===== src/hdl/edge_adaptive_box_blur_defines.svh =====
// Assertion macros used by the blur back end
`ifndef EDGE_ADAPTIVE_BOX_BLUR_DEFINES_SVH
`define EDGE_ADAPTIVE_BOX_BLUR_DEFINES_SVH

// same-cycle implication, clocked on clk, quiet while rst_n is low
`define EABB_ASSERT_NOW(lbl, ante, cons, msg) \
  lbl: assert property (@(posedge clk) disable iff (!rst_n) (ante) |-> (cons)) else $error(msg);

// next-cycle implication
`define EABB_ASSERT_NEXT(lbl, ante, cons, msg) \
  lbl: assert property (@(posedge clk) disable iff (!rst_n) (ante) |=> (cons)) else $error(msg);

`endif


===== src/hdl/eabb_pkg.sv =====
// Types and constants of the edge-adaptive box blur
`default_nettype none
package eabb_pkg;

  localparam int PIX_BITS = 8;
  localparam int FW_BITS  = 11;
  localparam int FH_BITS  = 13;
  localparam int ROW_BITS = FH_BITS + 1;

  localparam logic [FW_BITS-1:0] FW_RESET = 11'd640;
  localparam logic [FH_BITS-1:0] FH_RESET = 13'd480;

  localparam logic REG_WIDTH_IDX  = 1'b0;
  localparam logic REG_HEIGHT_IDX = 1'b1;

  typedef enum logic [2:0] {
    BS_IDLE,
    BS_SIZE,
    BS_SUM,
    BS_DRAIN,
    BS_DIV,
    BS_DONE
  } back_state_t;

  // window half-size for an edge distance, before the cap by the window limit
  function automatic logic [2:0] half_size_base(input logic [PIX_BITS-1:0] edist);
    logic [2:0] h;
    if (edist <= 8'd1) h = 3'd0;
    else if (edist <= 8'd3) h = 3'd1;
    else if (edist <= 8'd5) h = 3'd2;
    else if (edist <= 8'd7) h = 3'd3;
    else h = 3'd4;
    return h;
  endfunction

endpackage
`default_nettype wire


===== src/hdl/eabb_back.sv =====
// Back: sums the clipped window over the pixel store, divides, holds the result
`default_nettype none
`include "edge_adaptive_box_blur_defines.svh"
module eabb_back #(
  parameter int MAX_WINDOW = 9,
  parameter int RR         = 18,
  parameter int SW         = 5,
  parameter int CW         = 10,
  parameter int WW         = 11,
  parameter int HW         = 3
) (
  input  wire logic                          clk,
  input  wire logic                          rst_n,
  input  wire logic [WW-1:0]                 eff_w,
  input  wire logic [eabb_pkg::FH_BITS-1:0]  eff_h,
  input  wire logic                          job_empty,
  output logic                               job_pop,
  input  wire logic [eabb_pkg::FH_BITS-1:0]  job_row,
  input  wire logic [CW-1:0]                 job_col,
  input  wire logic [SW-1:0]                 job_slot,
  input  wire logic                          job_end,
  output logic [SW+CW-1:0]                   size_raddr,
  input  wire logic [HW-1:0]                 size_rdata,
  output logic [SW+CW-1:0]                   pix_raddr,
  input  wire logic [eabb_pkg::PIX_BITS-1:0] pix_rdata,
  output logic                               out_empty,
  input  wire logic                          out_pop,
  output logic [eabb_pkg::PIX_BITS-1:0]      out_filtered_pixel,
  output logic                               out_frame_end
);
  import eabb_pkg::*;

  localparam int SUMW = $clog2(MAX_WINDOW * MAX_WINDOW * 255 + 1);
  localparam int CNTW = $clog2(MAX_WINDOW * MAX_WINDOW + 1);
  localparam int DW   = $clog2(MAX_WINDOW + 1);
  localparam int STW  = $clog2(SUMW + 1);

  back_state_t state_r, state_nxt;

  logic [FH_BITS-1:0]  jrow_r, r_r, r1_r;
  logic [CW-1:0]       jcol_r, c_r, c0_r, c1_r;
  logic [SW-1:0]       jslot_r, rs_r;
  logic                jend_r;
  logic [DW-1:0]       nrows_r, ncols_r;
  logic [CNTW-1:0]     cnt_r, rem_r;
  logic [SUMW-1:0]     acc_r;
  logic [STW-1:0]      dstep_r;
  logic                acc_en_r;
  logic                out_vld_r;

  logic                 last_col, last_pix, div_last, out_load;
  logic [ROW_BITS-1:0]  row_hi;
  logic [WW:0]          col_hi;
  logic [FH_BITS-1:0]   r0_w, r1_w;
  logic [CW-1:0]        c0_w, c1_w;
  logic [SW-1:0]        d_w, rs0_w;
  logic [CNTW:0]        trial;
  logic                 q_bit;

  assign last_col = (c_r == c1_r);
  assign last_pix = last_col && (r_r == r1_r);
  assign div_last = (dstep_r == STW'(SUMW - 1));
  assign out_empty = !out_vld_r;

  // clipped window bounds for the half-size just read
  always_comb begin
    row_hi = ROW_BITS'(jrow_r) + ROW_BITS'(size_rdata);
    col_hi = (WW + 1)'(jcol_r) + (WW + 1)'(size_rdata);
    r0_w = (jrow_r >= FH_BITS'(size_rdata)) ? jrow_r - FH_BITS'(size_rdata) : '0;
    r1_w = (row_hi < ROW_BITS'(eff_h)) ? row_hi[FH_BITS-1:0] : eff_h - FH_BITS'(1);
    c0_w = (jcol_r >= CW'(size_rdata)) ? jcol_r - CW'(size_rdata) : '0;
    c1_w = (col_hi < (WW + 1)'(eff_w)) ? col_hi[CW-1:0] : CW'(eff_w - WW'(1));
    d_w   = SW'(jrow_r - r0_w);
    rs0_w = (jslot_r >= d_w) ? jslot_r - d_w : jslot_r + SW'(RR) - d_w;
  end

  // one restoring division step
  always_comb begin
    trial = {rem_r, acc_r[SUMW-1]} - {1'b0, cnt_r};
    q_bit = !trial[CNTW];
  end

  always_comb begin
    state_nxt = state_r;
    unique case (state_r)
      BS_IDLE:  if (!job_empty) state_nxt = BS_SIZE;
      BS_SIZE:  state_nxt = BS_SUM;
      BS_SUM:   if (last_pix) state_nxt = BS_DRAIN;
      BS_DRAIN: state_nxt = BS_DIV;
      BS_DIV:   if (div_last) state_nxt = BS_DONE;
      BS_DONE:  if (!out_vld_r || out_pop) state_nxt = BS_IDLE;
      default:  state_nxt = BS_IDLE;
    endcase
  end

  always_comb begin
    job_pop    = 1'b0;
    out_load   = 1'b0;
    size_raddr = {job_slot, job_col};
    pix_raddr  = {rs_r, c_r};
    unique case (state_r)
      BS_IDLE: job_pop  = !job_empty;
      BS_DONE: out_load = !out_vld_r || out_pop;
      default: ;
    endcase
  end

  always_ff @(posedge clk) begin
    if (!rst_n) begin
      state_r   <= BS_IDLE;
      acc_en_r  <= 1'b0;
      out_vld_r <= 1'b0;
    end else begin
      state_r  <= state_nxt;
      acc_en_r <= (state_r == BS_SUM);
      if (out_load) begin
        out_vld_r <= 1'b1;
      end else if (out_pop) begin
        out_vld_r <= 1'b0;
      end
    end
  end

  always_ff @(posedge clk) begin
    if (job_pop) begin
      jrow_r  <= job_row;
      jcol_r  <= job_col;
      jslot_r <= job_slot;
      jend_r  <= job_end;
    end
    if (state_r == BS_SIZE) begin
      r_r     <= r0_w;
      r1_r    <= r1_w;
      c_r     <= c0_w;
      c0_r    <= c0_w;
      c1_r    <= c1_w;
      rs_r    <= rs0_w;
      nrows_r <= DW'(r1_w - r0_w) + DW'(1);
      ncols_r <= DW'(c1_w - c0_w) + DW'(1);
      acc_r   <= '0;
    end else if (state_r == BS_SUM) begin
      if (last_col) begin
        c_r  <= c0_r;
        r_r  <= r_r + FH_BITS'(1);
        rs_r <= (rs_r == SW'(RR - 1)) ? '0 : rs_r + SW'(1);
      end else begin
        c_r <= c_r + CW'(1);
      end
    end
    if (acc_en_r) begin
      acc_r <= acc_r + SUMW'(pix_rdata);
    end
    if (state_r == BS_DRAIN) begin
      cnt_r   <= CNTW'(nrows_r * ncols_r);
      rem_r   <= '0;
      dstep_r <= '0;
    end
    if (state_r == BS_DIV) begin
      rem_r   <= q_bit ? trial[CNTW-1:0] : {rem_r[CNTW-2:0], acc_r[SUMW-1]};
      acc_r   <= {acc_r[SUMW-2:0], q_bit};
      dstep_r <= dstep_r + STW'(1);
    end
    if (out_load) begin
      out_filtered_pixel <= acc_r[PIX_BITS-1:0];
      out_frame_end      <= jend_r;
    end
  end

  `EABB_ASSERT_NOW(a_no_overwrite, out_load, (!out_vld_r || out_pop), "result overwritten")
  `EABB_ASSERT_NOW(a_mean_fits, state_r == BS_DONE, (acc_r[SUMW-1:PIX_BITS] == '0), "mean overflow")
  `EABB_ASSERT_NOW(a_col_in_window, state_r == BS_SUM, (c_r >= c0_r && c_r <= c1_r), "column out of window")
  `EABB_ASSERT_NEXT(a_acc_after_sum, state_r == BS_SUM, acc_en_r, "pixel read not accumulated")

endmodule
`default_nettype wire


===== config.mk =====
export PLATFORM = sky130hd
export DESIGN_NAME = eabb_back
export DESIGN_NICKNAME = d
export VERILOG_FILES = /design/src/hdl/eabb_pkg.sv /design/src/hdl/eabb_back.sv
export VERILOG_INCLUDE_DIRS = /design/src /design/src/hdl
export SDC_FILE = /design/constraint.sdc
export NUM_CORES = 1
export LEC_CHECK = 0
export ABC_AREA = 1
export BUFFER_PORTS_ARGS = -buffer_cell sky130_fd_sc_hd__buf_4
export CORE_MARGIN = 3
export CORE_UTILIZATION = 45
export DETAILED_ROUTE_END_ITERATION = 6
export PLACE_DENSITY = 0.73
export RECOVER_POWER = 50
export REMOVE_ABC_BUFFERS = 1
export SKIP_CTS_REPAIR_TIMING = 1
export SYNTH_ARGS = -nofsm -noshare
export SYNTH_HDL_FRONTEND = slang
export SYNTH_SLANG_ARGS = --single-unit
export TNS_END_PERCENT = 20

===== constraint.sdc =====
create_clock -name clk -period 4.7 [get_ports clk]
set_input_delay 0.47 -clock clk [delete_from_list [all_inputs] [get_ports clk]]
set_output_delay 0.47 -clock clk [all_outputs]
set_load 0.005 [all_outputs]

==> results of run 1 <==
## metal layers
layer / global-route usage, % / share of wire (%) / vias to the layer above
li1: - / - / 4195
met1: 23.3 / 44 / 3779
met2: 31.3 / 49 / 202
met3: 2.49 / 4.8 / 34
met4: 6.55 / 1.9 / 0
met5: 0 / 0 / -
## logic make-up (layout without fill, tap and decap cells)
| group | after synthesis | in the layout | share of synthesized area (%) |
|---|---|---|---|
| AOI/OAI and AO/OA | 153 | 153 | 8.09 |
| and+or+nand+nor | 491 | 491 | 20.1 |
| xor gates and xnor gates | 94 | 94 | 7.97 |
| DFF | 145 | 145 | 41.3 |
| buffers and inverters | 220 | 351 | 8.80 |
| adders and majority gates | 104 | 104 | 13.7 |
## final timing paths
path,depth (start not counted),from,to
worst min-delay path,1,job_row[2],jrow_r[2]$_DFFE_PP_
worst min register to register,0,jend_r$_DFFE_PP_,out_frame_end$_DFFE_PP_
worst max-delay path,27,jrow_r[0]$_DFFE_PP_,nrows_r[3]$_DFFE_PP_
worst max register to register,27,jrow_r[0]$_DFFE_PP_,nrows_r[3]$_DFFE_PP_
## cell usage after synthesis (19+ instances only)
master / n
sky130_fd_sc_hd__a21oi_1: 46
sky130_fd_sc_hd__nand3_1: 64
sky130_fd_sc_hd__ha_1: 87
sky130_fd_sc_hd__xnor2_1: 21
sky130_fd_sc_hd__inv_1: 170
sky130_fd_sc_hd__o21ai_1: 28
sky130_fd_sc_hd__edfxtp_1: 140
sky130_fd_sc_hd__nor3_1: 19
sky130_fd_sc_hd__xor2_1: 72
sky130_fd_sc_hd__nand2_1: 267
sky130_fd_sc_hd__nor2_1: 102
sky130_fd_sc_hd__o21ai_0: 45
## power groups by stage
stage | Clock [mW] | Sequential [mW] | Combinational, mW
2_1_floorplan | 0 | 2.30 | 2.08
3_5_place_dp | 0 | 2.37 | 2.83
3_3_place_gp | 0 | 2.36 | 2.74
6_report | 1.36 | 2.36 | 2.87
5_1_grt | 1.44 | 2.41 | 3.29
4_1_cts | 1.38 | 2.35 | 2.86
## through the flow
| step | utilization [%] | hold slack [ns] | worst slack, ns | cell area, µm² |
|---|---|---|---|---|
| 3_3_place_gp | 50.7 | 0.402 | 0.0537 | 11500 |
| 5_1_grt | 53.6 | 0.219 | -0.0348 | 12200 |
| 3_5_place_dp | 50.7 | 0.407 | -0.0562 | 11500 |
| 6_report | 53.6 | 0.240 | 0.204 | 12200 |
| 2_1_floorplan | - | 0.400 | -1.63 | 10200 |
| 4_1_cts | 53.4 | 0.204 | 0.139 | 12100 |
## sequential cells by signal, indices dropped and copies added (netlist names), 4 cells and up
| signal | flops |
|---|---|
| acc_r | 15 |
| jrow_r | 13 |
| r1_r | 13 |
| r_r | 13 |
| c0_r | 10 |
| c1_r | 10 |
| c_r | 10 |
| jcol_r | 10 |
| out_filtered_pixel | 8 |
| cnt_r | 7 |
| rem_r | 7 |
| jslot_r | 5 |
| rs_r | 5 |
| dstep_r | 4 |
| ncols_r | 4 |
| nrows_r | 4 |
## final cells by class
class                           instances  area share, %
Sequential cell                       145           35.4
Inverter                              187           5.77
Tap cell                              285           2.93
Clock inverter                         15           1.49
Multi-Input combinational cell        842           43.1
Clock buffer                           17           3.49
Timing Repair Buffer                  132           7.89
==> results.md, run 1 <==
- The combinational group share of total power is a little over two fifths.
- The share of flip-flops with an asynchronous set or reset is 0%.
- The post-route setup TNS is 0 ns.
- The count of inserted antenna diode cells is 0.
- The gate family responsible for the most delay along the worst path is adder cells.
- The number of warnings issued by yosys is 0.
- The top-area cell type share of the netlist area is 40.3%.
- The net total in the final layout is 1497.
- The netlist uses 45 different library cells.
- Summing all multi-input logic gate instances after layout gives around 5200 µm².
- The worst slew margin relative to its limit is -73.4%.
- In this run, CTS created clock tree buffers numbering 17.
- STA puts the critical path data required time at 4.88 ns.
- Counting flops with a built-in enable in the synthesized netlist gives 140.
- The minimum clock period is roughly 4.5 ns.
- The clock net sink count is 145.
- The checks that failed: max-capacitance violations, max-slew violations.
- The final number of setup-violating endpoints is 0.
- For this configuration, the core starts out at a cell density of 45.9%.
- In this run the remaining antenna-violating nets after routing total 0.
- The ratio of total power to cell area is 541 nW/µm².
- The pin count of the biggest net entering global routing is 51.
- For this run the aggregate overflow at the end of global routing stands at 0.
- Together, buffers and inverters on the worst path number 4.
- Synthesis inferred 145 register bits.
- The via count of the first global-routing pass is 8088.
- The switching power is 2.66 mW.
- After legalization and detailed placement, the total HPWL measured approximately 17000 µm.
- The flow ran to the end, but the final reports show violations.
- The global-route wire length before repair is approximately 37000 µm.
- In this run the worst path has a maximum fanout of 8.
- Setup repair after global routing could not meet its margin everywhere.
- The overall die width is 158 µm.
- The internal power summed over all cells is roughly 3.9 mW.
- The clock latency on the worst-skew pair is 0.42 ns.
- The initial antenna violation count is 0.
- TritonCTS built the clock tree.
- The largest single stage delay on the critical path is 0.39 ns.
- In the layout the commonest cells are sky130_fd_sc_hd__nand2_1 (266), sky130_fd_sc_hd__inv_1 (171), sky130_fd_sc_hd__edfxtp_1 (140).
- Measured along the y axis, the die boundary spans 158 µm.
- The area of the core is ~23000 µm².
- For this run, the top clock speed supported by timing is 222 MHz.
- For the worst setup path, the data arrival time is 4.68 ns.
- The switching share of power is 40.4%.
- The proportion of power drawn by the clock network is about a fifth.
- The total via count in the routed design is 8210.
- The worst setup path is of the reg -> reg kind.
- The number of buffer cells added on primary ports is 108.
- The footprint of the flip-flops and latches is 4300 µm².
- The H-tree was split into 4 levels.
- The analysis attributes to cell leakage a power of 5.59 nW.
- The most common library cell in the layout ignoring fill and taps is sky130_fd_sc_hd__nand2_1.
- The cell accounting for the most synthesized area is sky130_fd_sc_hd__edfxtp_1.
- The global-route usage over all layers is between 10% and 20%.
- The final number of hold-violating endpoints is 0.
- The via density per instance is 5.06.
- The share of the yosys chip area belonging to registers is 41.3%.
- Dividing the final minimum period by the clock period gives 95.7%.
- After the flow finishes, the layout carries non-filler instances totaling 1623.
- The die covers between 20000 and 30000 µm².
- The number of pins exceeding their max-slew limit in the final report was ~80.
- The cell area that synthesis handed to floorplanning was 10400 µm².
- At the pin with the least slew margin, the transition time is roughly 2.6 ns.
- The number of DRC markers after the initial detailed-route iteration is 431.
- The top flip-flop cell by instance count after synthesis is sky130_fd_sc_hd__edfxtp_1.
- Between clock sinks in the finished design, the worst skew comes to 0.0105 ns.
- The slowest cell on the critical path is sky130_fd_sc_hd__fa_1.
- Among the stages of the critical path, the cell type that occurs most often is sky130_fd_sc_hd__ha_1.
- The total power is 6.59 mW.
- The root buffer selected by CTS is sky130_fd_sc_hd__clkbuf_16.
- The final estimated routing congestion in global placement is ~0.85.
- Counting the fill cells in the layout gives 2045.
- Compared with the post-synthesis result, the final layout area differs by 16.8%.
- In this run the deepest clock path goes through 2 buffers.
- After synthesis, the cell types taking the most area are sky130_fd_sc_hd__edfxtp_1 (40%), sky130_fd_sc_hd__ha_1 (10%), sky130_fd_sc_hd__nand2_1 (9.6%).
- The clock transition time at the flip-flop clock pins of the worst setup and hold paths is 0.07 ns.
- The average size of a mapped cell is roughly 8.6 µm².
- The type of the most critical hold path is in -> reg.
- The residual DRC count is 0.
- The worst setup path is captured at a flop.
- The proportion of layout cells with a drive suffix above 1 is between 15 and 20%.
- The kind of launch point of the worst setup path is a flop.
- The first detailed-routing pass ran for 5 iterations.
- The I/O pin total is 109.
- The total instance count after detailed placement is 1584.
- The worst ir drop on vdd is 247 µV.
- Across the run, the number of max-cap violations was 2.
- In this run the register-to-register setup slack is 0.20 ns.
- The post-synthesis cell count is 1207.
- The final routed wirelength across all metal layers is 21900 µm.
- The floorplan has 55 rows.
- The detail-routed net length per standard cell is 13.5 µm.
- Registers are responsible for 35.8% of the overall power.
No activity file was read; power rests on OpenSTA's default activity.
==> run 2, diff against run 1 <==
- CTS_BUF_LIST: default -> sky130_fd_sc_hd__clkbuf_8 sky130_fd_sc_hd__clkbuf_16
- RECOVER_POWER: 50 -> default
==> run 2 against run 1 <==
  * The run now ends clean
  * Total power is essentially flat
  * Design area grew 0.34%
  * Fmax is essentially flat
  * Critical path type unchanged
  * Critical endpoint unchanged
  * Largest cell class unchanged
==> results.md, run 2 (synthesis gave the netlist of run 1 again) <==
- The clock net sink count came to 145 (unchanged).
- The ratio of total power to cell area is 539 nW/µm² (-0.28%).
- The number of flip-flops in the largest register is 15 (unchanged).
- The total grt overflow is 0 (unchanged).
- The residual DRC count is 0 (unchanged).
- The layout overhead on the synthesized area is 17.2%.
- The capturing element type of the critical path is a flop.
- The share of the clock period used by the worst path after layout came to 95.6% (about the same).
- The number of iterations in the first detailed-routing pass is 5 (unchanged).
- The static leakage came to 5.64 nW (+0.82%).
- The worst slew margin relative to its limit is 44.4% (+120 points).
- The footprint of the flip-flops and latches is 4300 µm² (unchanged).
- The final estimated routing congestion in global placement is 0.849 (unchanged).
- The final number of hold-violating endpoints is 0 (unchanged).
- The worst-case setup margin in the final layout was 0.205 ns (+0.00110 ns).
- The largest stage delay on the critical path is 0.39 ns (about the same).
- The cell with the most instances on the worst path is sky130_fd_sc_hd__ha_1.
- The total via count in the routed design is 8205 (-0.061%).
- The placed wire-length estimate after detailed placement is 16900 µm (unchanged).
- The floorplan die height is 158 µm (unchanged).
- The post-placement cell area came to 11500 µm² (unchanged).
- The number of buffer cells added on primary ports is 108 (unchanged).
- The total power came to 6.59 mW (about the same).
- The clock transition time at the flip-flop clock pins of the worst setup and hold paths is 0.08 ns (about the same).
- The data required time of the critical path is 4.88 ns (about the same).
- The maximum number of buffers from clock root to sink is 2 (unchanged).
- The total clock buffers created by CTS is 17 (unchanged).
- The overall die width is 158 µm (unchanged).
- The worst reg2reg path startpoint is jrow_r[0]$_DFFE_PP_.
- The most common library cell in the layout ignoring fill and taps is sky130_fd_sc_hd__nand2_1.
- The initial antenna violation count is 0 (unchanged).
- The via density per instance is 5.06 (about the same).
- The via count of the first global-routing pass is 8088 (unchanged).
- The slowest cell on the critical path is sky130_fd_sc_hd__fa_1.
- The worst setup path is of the reg -> reg kind.
- The number of antenna-violating nets in the routed design was 0 (unchanged).
- The run finished with clean final reports.
- The number of H-tree branching levels was 4 (unchanged).
- The data arrival time at the worst-slack endpoint is 4.67 ns (about the same).
- The footprint of the multi-input gates is 5260 µm² (+0.21%).
- The post-route setup TNS was 0 ns (unchanged).
- The number of DRC markers after the initial detailed-route iteration is 418 (-3.0%).
- The last element of the critical path is nrows_r[3]$_DFFE_PP_.
- The endpoint identified for the worst register-to-register timing path is nrows_r[3]$_DFFE_PP_.
- The worst slack after detailed placement came to -0.0562 ns (unchanged).
- The worst-case register-to-register setup slack is 0.20 ns (about the same).
- The tree is rooted in a sky130_fd_sc_hd__clkbuf_16.
- Setup repair after global routing could not meet its margin everywhere.
- The minimum clock period came to 4.50 ns (-0.00110 ns).
- The global-route usage over all layers is 18.1% (unchanged).
- The initial core utilization is 45.9% (unchanged).
- The number of max-cap violations is 0 (-2).
- The detail-routed net length per standard cell came to 13.5 µm (about the same).
- The net total in the final layout is 1497 (unchanged).
- The kind of launch point of the worst setup path is a flop.
- The clock latency on the worst-skew pair came to 0.43 ns (about the same).
- The total instance count after detailed placement was 1584 (unchanged).
- The maximum fanout count along the critical path is 8 (unchanged).
- The count of inserted antenna diode cells came to 0 (unchanged).
- The clock skew after layout is 0.0135 ns (+0.00300 ns).
- The worst-margin pin slew is 0.830 ns (-1.77 ns).
- The final number of setup-violating endpoints was 0 (unchanged).
- The number of rows in the core area is 55 (unchanged).
- The number of non-filler instances in the completed layout was 1623 (unchanged).
- The CTS tree is done.
- The total die area is 25000 µm² (unchanged).
- The final routed wirelength across all metal layers is 22000 µm (about the same).
- The number of fill cells in the layout is 2040 (-0.24%).
- The top cell types in the final layout, fill and taps aside, are sky130_fd_sc_hd__nand2_1 (266), sky130_fd_sc_hd__inv_1 (170), sky130_fd_sc_hd__edfxtp_1 (140).
- Counting flops per register, the top entry is acc_r.
- The maximum achievable frequency is 222 MHz (about the same).
- The launch point of the worst path is jrow_r[0]$_DFFE_PP_.
- The number of cells on the worst reg-to-reg path is 27 (unchanged).
- The area of all placed cells without fillers came to 12200 µm² (+0.34%).
- The area of the core is 22700 µm² (unchanged).
- The I/O pin total came to 109 (unchanged).
- The pin count of the biggest net entering global routing is 51 (unchanged).
- The proportion of layout cells with a drive suffix above 1 is 16.1% (+0.82 points).
- The worst ir drop on vdd is 247 µV (about the same).
- The number of pins exceeding their max-slew limit in the final report is 0 (-100%).
- The worst hold path belongs to the class in -> reg.
- The global-route wire length before repair is 36800 µm (unchanged).
## run 2: how the worst min path moves through the flow
stage	start	end	slack, ns	cells after the start
global placement	jend_r$_DFFE_PP_	out_frame_end$_DFFE_PP_	0.40	0
detailed placement	jend_r$_DFFE_PP_	out_frame_end$_DFFE_PP_	0.41	0
CTS	job_end	jend_r$_DFFE_PP_	0.20	1
floorplan	jend_r$_DFFE_PP_	out_frame_end$_DFFE_PP_	0.40	0
global route	job_end	jend_r$_DFFE_PP_	0.20	1
finish	job_end	jend_r$_DFFE_PP_	0.22	1
## run 2: worst max-delay path: cells and delay by family, from the launching register on
family	cells	cell delay, ns
compound gates	1	0.10
buf+inv	4	0.21
xor+xnor	2	0.36
flops	1	0.36
simple gates	14	1.50
fa+ha+maj	6	1.71
## run 2: layer usage
layer	GRT usage [%]	share of wire (%)
met1	23.3	44
met2	31.3	49
met3	2.49	4.7
met4	6.55	1.9
met5	0	0
## run 2: cell type report
| cell class | count | area share [%] |
|---|---|---|
| inverters | 187 | 5.75 |
| well taps | 285 | 2.92 |
| flip-flops and latches | 145 | 35.2 |
| clock buffers | 17 | 3.48 |
| multi-input cells | 842 | 43.0 |
| clock inverters | 15 | 1.49 |
| repair buffers | 132 | 8.11 |
## run 2: report_power, final
| group | total, mW | switching, mW | internal, mW |
|---|---|---|---|
| combinational | 2.88 | 1.70 | 1.18 |
| clock | 1.36 | 0.637 | 0.722 |
| sequential | 2.35 | 0.325 | 2.02 |
| total | 6.59 | 2.66 | 3.93 |
## run 2: stage by stage
| stage | util, % | hold WS (ns) |
|---|---|---|
| after floorplan | - | 0.400 |
| after global placement | 50.7 | 0.402 |
| after detailed placement | 50.7 | 0.407 |
| after CTS | 53.4 | 0.204 |
| after global routing | 53.8 | 0.196 |
| final | 53.8 | 0.217 |
==> run 3, diff against run 2 <==
- CORE_UTILIZATION: 45 -> 50
- PLACE_DENSITY: 0.73 -> 0.79
- REMOVE_ABC_BUFFERS: 1 -> default
- TNS_END_PERCENT: 20 -> default
==> run 3 against run 2 <==
  * Flip-flop and latch count is the same
  * Sequential power barely moved
  * Die area decreased by 9.6%
  * Via count is 0.52% higher
  * Critical path type unchanged
  * Largest cell class unchanged
==> results.md, run 3 (synthesis gave the netlist of run 1 again) <==
- The run finished with clean final reports.
- The type of the most critical hold path is in -> reg.
- The residual DRC count came to 0 (unchanged).
- The number of pins exceeding their max-slew limit in the final report is 0 (unchanged).
- More flip-flops sit in one register than any other, and that register is acc_r.
- The floorplan die height is 150 µm (-4.9%).
- The static leakage is 5.61 nW (-0.52%).
- The number of DRC markers after the initial detailed-route iteration is 553 (+32%).
- The initial core utilization came to 51.2% (+5.3 points).
- The initial antenna violation count is 0 (unchanged).
- The number of nets handed over by synthesis was 1379.
- The global-route usage over all layers is 20.1% (+2.0 points).
- The pin count of the biggest net entering global routing is 51 (unchanged).
- The ratio of total power to cell area was 548 nW/µm² (+1.5%).
- The data required time of the critical path is 4.88 ns (about the same).
- The number of iterations in the first detailed-routing pass is 5 (unchanged).
- The clock net sink count is 145 (unchanged).
- The worst slack after detailed placement came to -0.129 ns (-0.0729 ns).
- The number of antenna-violating nets in the routed design is 0 (unchanged).
- The detail-routed net length per standard cell is 13.9 µm (+2.7%).
- Leaving out fill and tap cells, the most frequent cell in the layout is sky130_fd_sc_hd__nand2_1.
- The data arrival time at the worst-slack endpoint is 4.61 ns (-0.06 ns).
- The final number of hold-violating endpoints came to 0 (unchanged).
- The count of inserted antenna diode cells was 0 (unchanged).
- The clock skew after layout is 0.00610 ns (-0.00745 ns).
- The category of the most critical setup path is reg -> reg.
- The final routed wirelength across all metal layers is 22300 µm (+1.4%).
- The total die area is 22600 µm² (-9.6%).
- The clock latency on the worst-skew pair is 0.43 ns (about the same).
- The CTS tree is done.
- The total via count in the routed design is 8248 (+0.52%).
- The total grt overflow is 0 (unchanged).
- The number of flip-flops in the largest register is 15 (unchanged).
- The number of buffer cells added on primary ports was 108 (unchanged).
- The via density per instance is 5.15 (+1.8%).
- The net total in the final layout was 1491 (-0.40%).
- The minimum clock period is 4.42 ns (-0.0728 ns).
- The maximum achievable frequency is 226 MHz (+1.6%).
- The post-route setup TNS is 0 ns (unchanged).
- The clock transition time at the flip-flop clock pins of the worst setup and hold paths is 0.06 ns (-0.02 ns).
- The via count of the first global-routing pass is 7883 (-2.5%).
- The proportion of layout cells with a drive suffix above 1 came to 15.2% (-0.83 points).
- The placed wire-length estimate after detailed placement was 16900 µm (-0.27%).
- The final estimated routing congestion in global placement came to 0.889 (+4.8%).
- The worst ir drop on vdd came to 257 µV (+3.9%).
- The I/O pin total is 109 (unchanged).
- The worst-margin pin slew is 0.824 ns (-0.00676 ns).
- Relative to the synthesized area, the layout overhead comes to 16.5%.
- The maximum number of buffers from clock root to sink came to 2 (unchanged).
- The global-route wire length before repair is 36600 µm (-0.58%).
- The worst-case register-to-register setup slack is 0.28 ns (+0.07 ns).
- The total clock buffers created by CTS is 17 (unchanged).
- STA classifies the critical path startpoint as a flop.
- Setup repair after global routing could not meet its margin everywhere.
- The footprint of the flip-flops and latches is 4300 µm² (unchanged).
- The worst-case setup margin in the final layout came to 0.277 ns (+0.0728 ns).
- The capturing element type of the critical path is a flop.
- The footprint of the multi-input gates was 5240 µm² (-0.31%).
- The number of fill cells in the layout was 1738 (-15%).
- The overall die width was 150 µm (-4.9%).
- The number of H-tree branching levels is 4 (unchanged).
- The share of the clock period used by the worst path after layout is 94.1% (-1.5 points).
- The number of max-cap violations was 0 (unchanged).
- The number of rows in the core area is 52 (-5.5%).
- The area of the core is 20400 µm² (-10%).
- The library cells used most frequently in the layout, excluding fill and tap cells, are sky130_fd_sc_hd__nand2_1 (267), sky130_fd_sc_hd__inv_1 (170), sky130_fd_sc_hd__edfxtp_1 (140).
- The worst slew margin relative to its limit is 44.9% (+0.45 points).
- The maximum fanout count along the critical path was 7 (-1).
- The final number of setup-violating endpoints came to 0 (unchanged).
- The tree is rooted in a sky130_fd_sc_hd__clkbuf_16.
run 3: routing by layer:
layer  share of wire [%]  routed length [µm]  GRT usage (%)  vias to the layer above
met1                  43                9550           25.9                     3808
met2                  50               11100           35.0                      239
met5                   0                   0              0                        -
li1                    -                   -              -                     4177
met4                 1.3                 298           6.04                        0
met3                 5.8                1290           3.16                       24
run 3: area by class of cell:
cell class	instances	share of cell area, %
multi-input combinational	842	43.1
sequential	145	35.4
timing repair buffer	126	7.79
inverter	187	5.78
clock buffer	17	3.50
tap	270	2.78
clock inverter	15	1.58
run 3: path summary, 6_finish.rpt:
path	from	end	cells past startpoint
min	job_row[10]	jrow_r[10]$_DFFE_PP_	1
max	jrow_r[0]$_DFFE_PP_	nrows_r[3]$_DFFE_PP_	27
max reg2reg	jrow_r[0]$_DFFE_PP_	nrows_r[3]$_DFFE_PP_	27
min reg2reg	jend_r$_DFFE_PP_	out_frame_end$_DFFE_PP_	0
run 3: report_power, final:
group          switching (mW)  total, mW  leakage (nW)  internal, mW
combinational            1.69       2.85          3.96          1.16
sequential              0.340       2.37          1.36          2.03
clock                   0.550       1.43         0.294         0.884
total                    2.58       6.65          5.61          4.07
run 3: worst max-delay path: stages (launching register included):
cell                       delay, ns
sky130_fd_sc_hd__edfxtp_1       0.36
sky130_fd_sc_hd__ha_1           0.17
sky130_fd_sc_hd__inv_1          0.06
sky130_fd_sc_hd__fa_1           0.39
sky130_fd_sc_hd__nor2_1         0.11
sky130_fd_sc_hd__nor2_1         0.06
sky130_fd_sc_hd__nor2_2         0.12
sky130_fd_sc_hd__nand2_1        0.11
sky130_fd_sc_hd__nor2_2         0.14
sky130_fd_sc_hd__nand3_1        0.10
sky130_fd_sc_hd__xor2_1         0.16
sky130_fd_sc_hd__inv_2          0.05
sky130_fd_sc_hd__ha_1           0.30
sky130_fd_sc_hd__inv_1          0.06
sky130_fd_sc_hd__nor2_1         0.04
sky130_fd_sc_hd__nor2_2         0.12
sky130_fd_sc_hd__nand2_2        0.10
sky130_fd_sc_hd__nor2_8         0.14
sky130_fd_sc_hd__o21ai_1        0.11
sky130_fd_sc_hd__ha_1           0.29
sky130_fd_sc_hd__inv_1          0.04
sky130_fd_sc_hd__ha_1           0.20
sky130_fd_sc_hd__fa_1           0.38
sky130_fd_sc_hd__xor2_1         0.18
sky130_fd_sc_hd__nand3b_1       0.15
sky130_fd_sc_hd__nand2_1        0.09
sky130_fd_sc_hd__nand3b_1       0.10
sky130_fd_sc_hd__nand2_1        0.05
run 3: metrics by stage:
stage          power, mW  util, %  hold WS, ns  area, µm²  instances
4_1_cts             6.66     59.5        0.201      12100       1602
3_3_place_gp        5.07     56.5        0.400      11500       1570
5_1_grt             7.19     59.6        0.197      12100       1602
6_report            6.65     59.6        0.216      12100       1602
2_1_floorplan       4.41        -        0.400      10400       1207
3_5_place_dp        5.20     56.5        0.405      11500       1570
